### config.mk
export PLATFORM = sky130hd
export DESIGN_NAME = pulse_period_speed_meter_unit
export DESIGN_NICKNAME = d
export VERILOG_FILES = /design/src/rtl/ppsm_pkg.sv /design/src/rtl/pulse_period_speed_meter_unit.sv
export SDC_FILE = /design/constraint.sdc
export NUM_CORES = 1
export LEC_CHECK = 0
export BUFFER_PORTS_ARGS = -buffer_cell sky130_fd_sc_hd__buf_2
export CAP_MARGIN = 20
export CORE_ASPECT_RATIO = 1.25
export CORE_MARGIN = 2
export CORE_UTILIZATION = 60
export CTS_CLUSTER_DIAMETER = 150
export CTS_CLUSTER_SIZE = 24
export DETAILED_ROUTE_END_ITERATION = 10
export GPL_TIMING_DRIVEN = 0
export PLACE_DENSITY = 0.94
export SYNTH_ARGS = -nofsm -noshare
export SYNTH_HDL_FRONTEND = slang
export SYNTH_SLANG_ARGS = --single-unit
### constraint.sdc
create_clock -name clk -period 13.2 [get_ports clk]
set_input_delay 0.66 -clock clk [delete_from_list [all_inputs] [get_ports clk]]
set_output_delay 0.66 -clock clk [all_outputs]
set_load 0.02 [all_outputs]
### src/rtl/ppsm_pkg.sv
// Shared constants for the pulse period speed meter.
// No dependencies.
package ppsm_pkg;

  localparam int COUNT_WIDTH_DEF = 16;
  localparam int SPEED_WIDTH     = 32;
  localparam logic [SPEED_WIDTH-1:0] SPEED_RESET = 32'd600000;

endpackage

### src/rtl/pulse_period_speed_meter_unit.sv
// Bit-serial restoring divider, one quotient bit per cycle while in ST_RUN.
// A new input beat is taken only in ST_IDLE, once the previous division is done.
// A result waiting on the output register holds the divider in ST_WAIT and delays the next input.
// Reset (synchronous, rst_n low): speed constant 600000, previous capture 0,
// no result pending.
// Depends on ppsm_pkg.
module pulse_period_speed_meter_unit
  import ppsm_pkg::*;
#(
  parameter int COUNT_WIDTH = COUNT_WIDTH_DEF
) (
  input  logic                   clk,
  input  logic                   rst_n,
  input  logic                   cfg_valid,
  output logic                   cfg_ready,
  input  logic [SPEED_WIDTH-1:0] cfg_data,
  input  logic                   in_valid,
  output logic                   in_ready,
  input  logic [COUNT_WIDTH-1:0] in_captured_count,
  output logic                   out_valid,
  input  logic                   out_ready,
  output logic [SPEED_WIDTH-1:0] out_speed_value,
  output logic [COUNT_WIDTH:0]   out_period_ticks
);

  localparam int PW    = COUNT_WIDTH + 1;
  localparam int CNT_W = $clog2(SPEED_WIDTH);

  typedef enum logic [1:0] {ST_IDLE, ST_RUN, ST_WAIT} state_t;

  state_t                 state_r, state_nxt;
  logic [SPEED_WIDTH-1:0] speed_r, speed_nxt;
  logic [COUNT_WIDTH-1:0] prev_r, prev_nxt;
  logic [PW-1:0]          div_r, div_nxt;
  logic [PW-1:0]          rem_r, rem_nxt;
  logic [SPEED_WIDTH-1:0] quo_r, quo_nxt;
  logic [CNT_W-1:0]       cnt_r, cnt_nxt;
  logic                   out_valid_r, out_valid_nxt;
  logic [SPEED_WIDTH-1:0] out_speed_r, out_speed_nxt;
  logic [PW-1:0]          out_per_r, out_per_nxt;

  logic [COUNT_WIDTH-1:0] diff;
  logic [PW-1:0]          period;
  logic [PW:0]            rem_sh;
  logic                   ge;
  logic [SPEED_WIDTH-1:0] quo_step;
  logic [PW-1:0]          rem_step;
  logic                   out_free;

  assign cfg_ready        = 1'b1;
  assign in_ready         = (state_r == ST_IDLE);
  assign out_valid        = out_valid_r;
  assign out_speed_value  = out_speed_r;
  assign out_period_ticks = out_per_r;

  assign diff   = in_captured_count - prev_r;
  assign period = (diff == '0) ? {1'b1, {COUNT_WIDTH{1'b0}}} : {1'b0, diff};

  assign rem_sh   = {rem_r, quo_r[SPEED_WIDTH-1]};
  assign ge       = (rem_sh >= {1'b0, div_r});
  assign rem_step = ge ? PW'(rem_sh - {1'b0, div_r}) : rem_sh[PW-1:0];
  assign quo_step = {quo_r[SPEED_WIDTH-2:0], ge};
  assign out_free = !out_valid_r || out_ready;

  always_comb begin
    state_nxt     = state_r;
    speed_nxt     = speed_r;
    prev_nxt      = prev_r;
    div_nxt       = div_r;
    rem_nxt       = rem_r;
    quo_nxt       = quo_r;
    cnt_nxt       = cnt_r;
    out_valid_nxt = out_valid_r && !out_ready;
    out_speed_nxt = out_speed_r;
    out_per_nxt   = out_per_r;

    if (cfg_valid && cfg_ready) begin
      speed_nxt = cfg_data;
    end

    unique case (state_r)
      ST_IDLE: begin
        if (in_valid) begin
          prev_nxt  = in_captured_count;
          div_nxt   = period;
          rem_nxt   = '0;
          quo_nxt   = speed_r;
          cnt_nxt   = CNT_W'(SPEED_WIDTH - 1);
          state_nxt = ST_RUN;
        end
      end
      ST_RUN: begin
        rem_nxt = rem_step;
        quo_nxt = quo_step;
        cnt_nxt = cnt_r - 1'b1;
        if (cnt_r == '0) begin
          if (out_free) begin
            out_valid_nxt = 1'b1;
            out_speed_nxt = quo_step;
            out_per_nxt   = div_r;
            state_nxt     = ST_IDLE;
          end else begin
            state_nxt = ST_WAIT;
          end
        end
      end
      ST_WAIT: begin
        if (out_free) begin
          out_valid_nxt = 1'b1;
          out_speed_nxt = quo_r;
          out_per_nxt   = div_r;
          state_nxt     = ST_IDLE;
        end
      end
      default: state_nxt = ST_IDLE;
    endcase
  end

  always_ff @(posedge clk) begin
    div_r       <= div_nxt;
    rem_r       <= rem_nxt;
    quo_r       <= quo_nxt;
    cnt_r       <= cnt_nxt;
    out_speed_r <= out_speed_nxt;
    out_per_r   <= out_per_nxt;
    if (!rst_n) begin
      state_r     <= ST_IDLE;
      speed_r     <= SPEED_RESET;
      prev_r      <= '0;
      out_valid_r <= 1'b0;
    end else begin
      state_r     <= state_nxt;
      speed_r     <= speed_nxt;
      prev_r      <= prev_nxt;
      out_valid_r <= out_valid_nxt;
    end
  end

endmodule

==> results_dict.tcl <==
set metrics [dict create \
    r2r_cells 12 \
    ctsRootBufferMaster "clkbuf_16" \
    startpoint "quo_r[31]$_DFFE_PP_" \
    regArea_mm2 0.004624 \
    globalplace.congestion 0.8257 \
    grt_pass1_vias 5806 \
    synth_seq_cells 171 \
    drv_slew 0 \
    ant_nets 0 \
    drtPass1Iterations 5 \
    synth_xor_area_share_pct 2.218 \
    dieArea_mm2 0.01478 \
    synth_nets 787 \
    hold_viol 0 \
    crit_fanout 10 \
    cts_inserted_buffers 17 \
    synth_seq_area_share_pct 55.77 \
    worst_slack_ns 9.605 \
    crit_end "quo_r[0]$_DFFE_PP_" \
    cts-resized-gates 0 \
    start_util_pct 60.82 \
    synth-edff-count 120 \
    status "completed" \
    period_share_pct 27.23 \
    p_per_area_mw_per_mm2 145.8 \
    drive_gt1_share_pct 25.78 \
    yosysWarnings 0 \
    cap_violations 0 \
    synth_fa_ha_area_share_pct 5.915 \
    maxSlewHeadroom_pct 35.71 \
    die_w_um 109.1 \
    tns_ns 0 \
    n_antenna_cell 0 \
    grt_pass1_wl_mm 29.54 \
    fin_cells 1009 \
    async_flop_share_pct 0 \
    setup_viol 0 \
    synth_top_family_by_area "multiplexers" \
    fmax_mhz 278.2 \
    r2r_end "quo_r[0]$_DFFE_PP_" \
    avgViaCountPerCell 5.927 \
    wl_per_cell_um 18.98 \
    die-height_um 135.4 \
    ctsLongestPathBuffers 2 \
    io_buffers 102 \
    start_kind "flop" \
    preCtsSetupSlack_ns 9.716 \
    cts_tree "done" \
    syn_avg_cell_area_um2 11.91 \
    r2r_slack_ns 9.61 \
    finalNetCount 912 \
    drc_errors 0 \
    ir_worst_vdd_mv 0.07966 \
    grt_max_degree 33 \
    clk_latency_ns 0.44 \
    path_clk_slew_ns 0.07 \
    rows 48 \
    post_cts_buffers 0 \
    finalClockSkew_ns 0.01017 \
    clkSinkCount 171 \
    ctsHoldBuffers 0 \
    synth-compound-area-share_pct 10.26 \
    grt_usage_pct 26.75 \
    io_pins 105 \
    critPathKind "reg2reg" \
    fill_cells 808 \
    area_delta_synth_final_pct 17.23 \
    crit_required_ns 13.36 \
    leakage_uw 0.003875 \
    wirelength_mm 19.15 \
    synthFlopType "edfxtp_1" \
    crit_arrival_ns 3.75 \
    coreArea_mm2 0.01363 \
    synth_cell_types 58 \
    grt_remaining_overflow 0 \
    rsz0062_at_grt "false" \
    cts_htree_levels 4 \
    period_needed_ns 3.595 \
    hold_path.class "in2reg" \
    synth_mux_area_share_pct 12.54 \
    multiInputGateArea_mm2 0.003398 \
    netlist_area_mm2 0.008292 \
    placed_cells 977 \
    grt_antenna_before_repair 0 \
    vias 5980 \
    endpoint_kind "flop" \
    r2r_start "quo_r[31]$_DFFE_PP_" \
    tightestPinTransition_ns 0.9620 \
    drt_iter0_drc 484 \
    synth-simple-area-share_pct 9.778 \
    syn_inst 696 \
    dp_hpwl_mm 12.50 \
]
-- Yosys cell counts, types with 2 or more instances --
| library cell | n | area share, % |
|---|---|---|
| a211o_1 | 5 | 0.53 |
| a211oi_1 | 5 | 0.45 |
| a21boi_0 | 18 | 1.6 |
| a21o_1 | 3 | 0.27 |
| a21oi_1 | 33 | 2.0 |
| a221oi_1 | 2 | 0.21 |
| a22o_1 | 2 | 0.21 |
| a2bb2oi_1 | 2 | 0.21 |
| a31oi_1 | 3 | 0.23 |
| and2_1 | 5 | 0.38 |
| and3_1 | 3 | 0.23 |
| buf_1 | 10 | 0.45 |
| buf_2 | 2 | 0.12 |
| clkbuf_1 | 14 | 0.63 |
| dfxtp_1 | 51 | 12 |
| edfxtp_1 | 120 | 43 |
| fa_1 | 2 | 0.48 |
| ha_1 | 36 | 5.4 |
| inv_1 | 47 | 2.1 |
| mux2_2 | 63 | 8.6 |
| mux2i_1 | 33 | 4.0 |
| nand2_1 | 80 | 3.6 |
| nand2b_1 | 2 | 0.15 |
| nand3_1 | 5 | 0.30 |
| nand4_1 | 3 | 0.23 |
| nor2_1 | 21 | 0.95 |
| nor2b_1 | 28 | 2.1 |
| nor3_1 | 7 | 0.42 |
| nor4_1 | 2 | 0.15 |
| o211a_1 | 2 | 0.24 |
| o211ai_1 | 3 | 0.27 |
| o21a_1 | 12 | 1.1 |
| o21ai_0 | 19 | 1.1 |
| o21bai_1 | 2 | 0.18 |
| o31a_1 | 2 | 0.21 |
| or3_1 | 8 | 0.60 |
| xnor2_1 | 17 | 1.8 |
| xor2_1 | 4 | 0.42 |
-- worst min-delay path by stage --
stage	from	end	slack [ns]	cells past startpoint
final	cfg_data[7]	speed_r[7]$_SDFFE_PN1P_	0.43	3
after detailed placement	div_r[8]$_SDFFCE_PN0P_	out_period_ticks[8]$_DFFE_PP_	0.45	0
after floorplan	div_r[10]$_SDFFCE_PN0P_	out_period_ticks[10]$_DFFE_PP_	0.43	0
after global placement	speed_r[13]$_SDFFE_PN1P_	speed_r[13]$_SDFFE_PN1P_	0.45	2
after global routing	cfg_data[8]	speed_r[8]$_SDFFE_PN1P_	0.45	3
after CTS	cfg_data[8]	speed_r[8]$_SDFFE_PN1P_	0.43	3
-- state kept, by name, indices dropped and copies added, names as in the netlist --
| name | count |
|---|---|
| rem_r | 17 |
| prev_r | 16 |
| state_r | 2 |
| out_period_ticks | 17 |
| cnt_r | 5 |
| out_speed_value | 32 |
| speed_r | 32 |
| quo_r | 32 |
| out_valid | 1 |
| div_r | 17 |
-- cells in the final DEF, fill, tap and decap left out, types with 10 or more instances in the layout --
cell	count
o21a_1	12
buf_1	10
nor2b_1	28
dfxtp_1	51
xnor2_1	17
o21ai_0	18
nor2_1	20
mux2_2	63
edfxtp_1	120
clkbuf_16	17
a21boi_0	18
inv_1	47
nand2_1	80
a21oi_1	33
ha_1	36
buf_2	104
clkbuf_1	14
mux2i_1	33
-- kinds of logic (layout without fill, tap and decap cells) --
| family | Yosys count | count (layout) |
|---|---|---|
| DFF | 171 | 171 |
| and+or+nand+nor | 170 | 170 |
| AOI/OAI and AO/OA | 124 | 124 |
| muxes | 96 | 96 |
| buffers and inverters | 75 | 213 |
| adders and majority gates | 38 | 38 |
| xor gates and xnor gates | 21 | 21 |
| other | 1 | 1 |
-- final cells by class --
| cell class | count | area share [%] |
|---|---|---|
| flip-flops and latches | 171 | 47.57 |
| clock inverters | 14 | 1.519 |
| inverters | 48 | 1.854 |
| multi-input cells | 450 | 34.96 |
| clock buffers | 18 | 4.518 |
| plain buffers | 27 | 1.107 |
| repair buffers | 106 | 6.217 |
| well taps | 175 | 2.253 |
-- worst max-delay path, stage by stage, from the launching register on --
cell and delay (ns):
edfxtp_1 0.42, inv_1 0.08, ha_1 0.16, inv_1 0.06, fa_1 0.42, a211oi_1 0.36, o21a_1 0.20, o31ai_2 0.08
a31oi_1 0.15, o21ai_1 0.11, a31oi_1 0.70, buf_2 0.41, a21oi_1 0.15
-- power by group --
part	switching, uW	internal [uW]	leakage [uW]	total (uW)
Combinational	156	116	0.00205	273
Sequential	24.7	624	0.00154	649
Clock	239	257	0.000288	496
-- metal layers --
metal / GRT usage (%) / part of all wire [%]
met1: 33.09 / 39
met2: 45.00 / 51
met3: 5.435 / 6.6
met4: 11.97 / 3.8
met5: 0 / 0
-- per-stage QoR --
stage                     util, %  total power, uW  area (um2)  hold WS [ns]
after floorplan                 -            846.0        8292        0.4264
after global placement      66.17            900.8        9021        0.4493
after detailed placement    67.00            917.1        9134        0.4501
after CTS                   71.30             1413        9721        0.4262
after global routing        71.30             1468        9721        0.4532
final                       71.30             1418        9721        0.4314
Note: power is estimated with default switching activity, not from simulation.
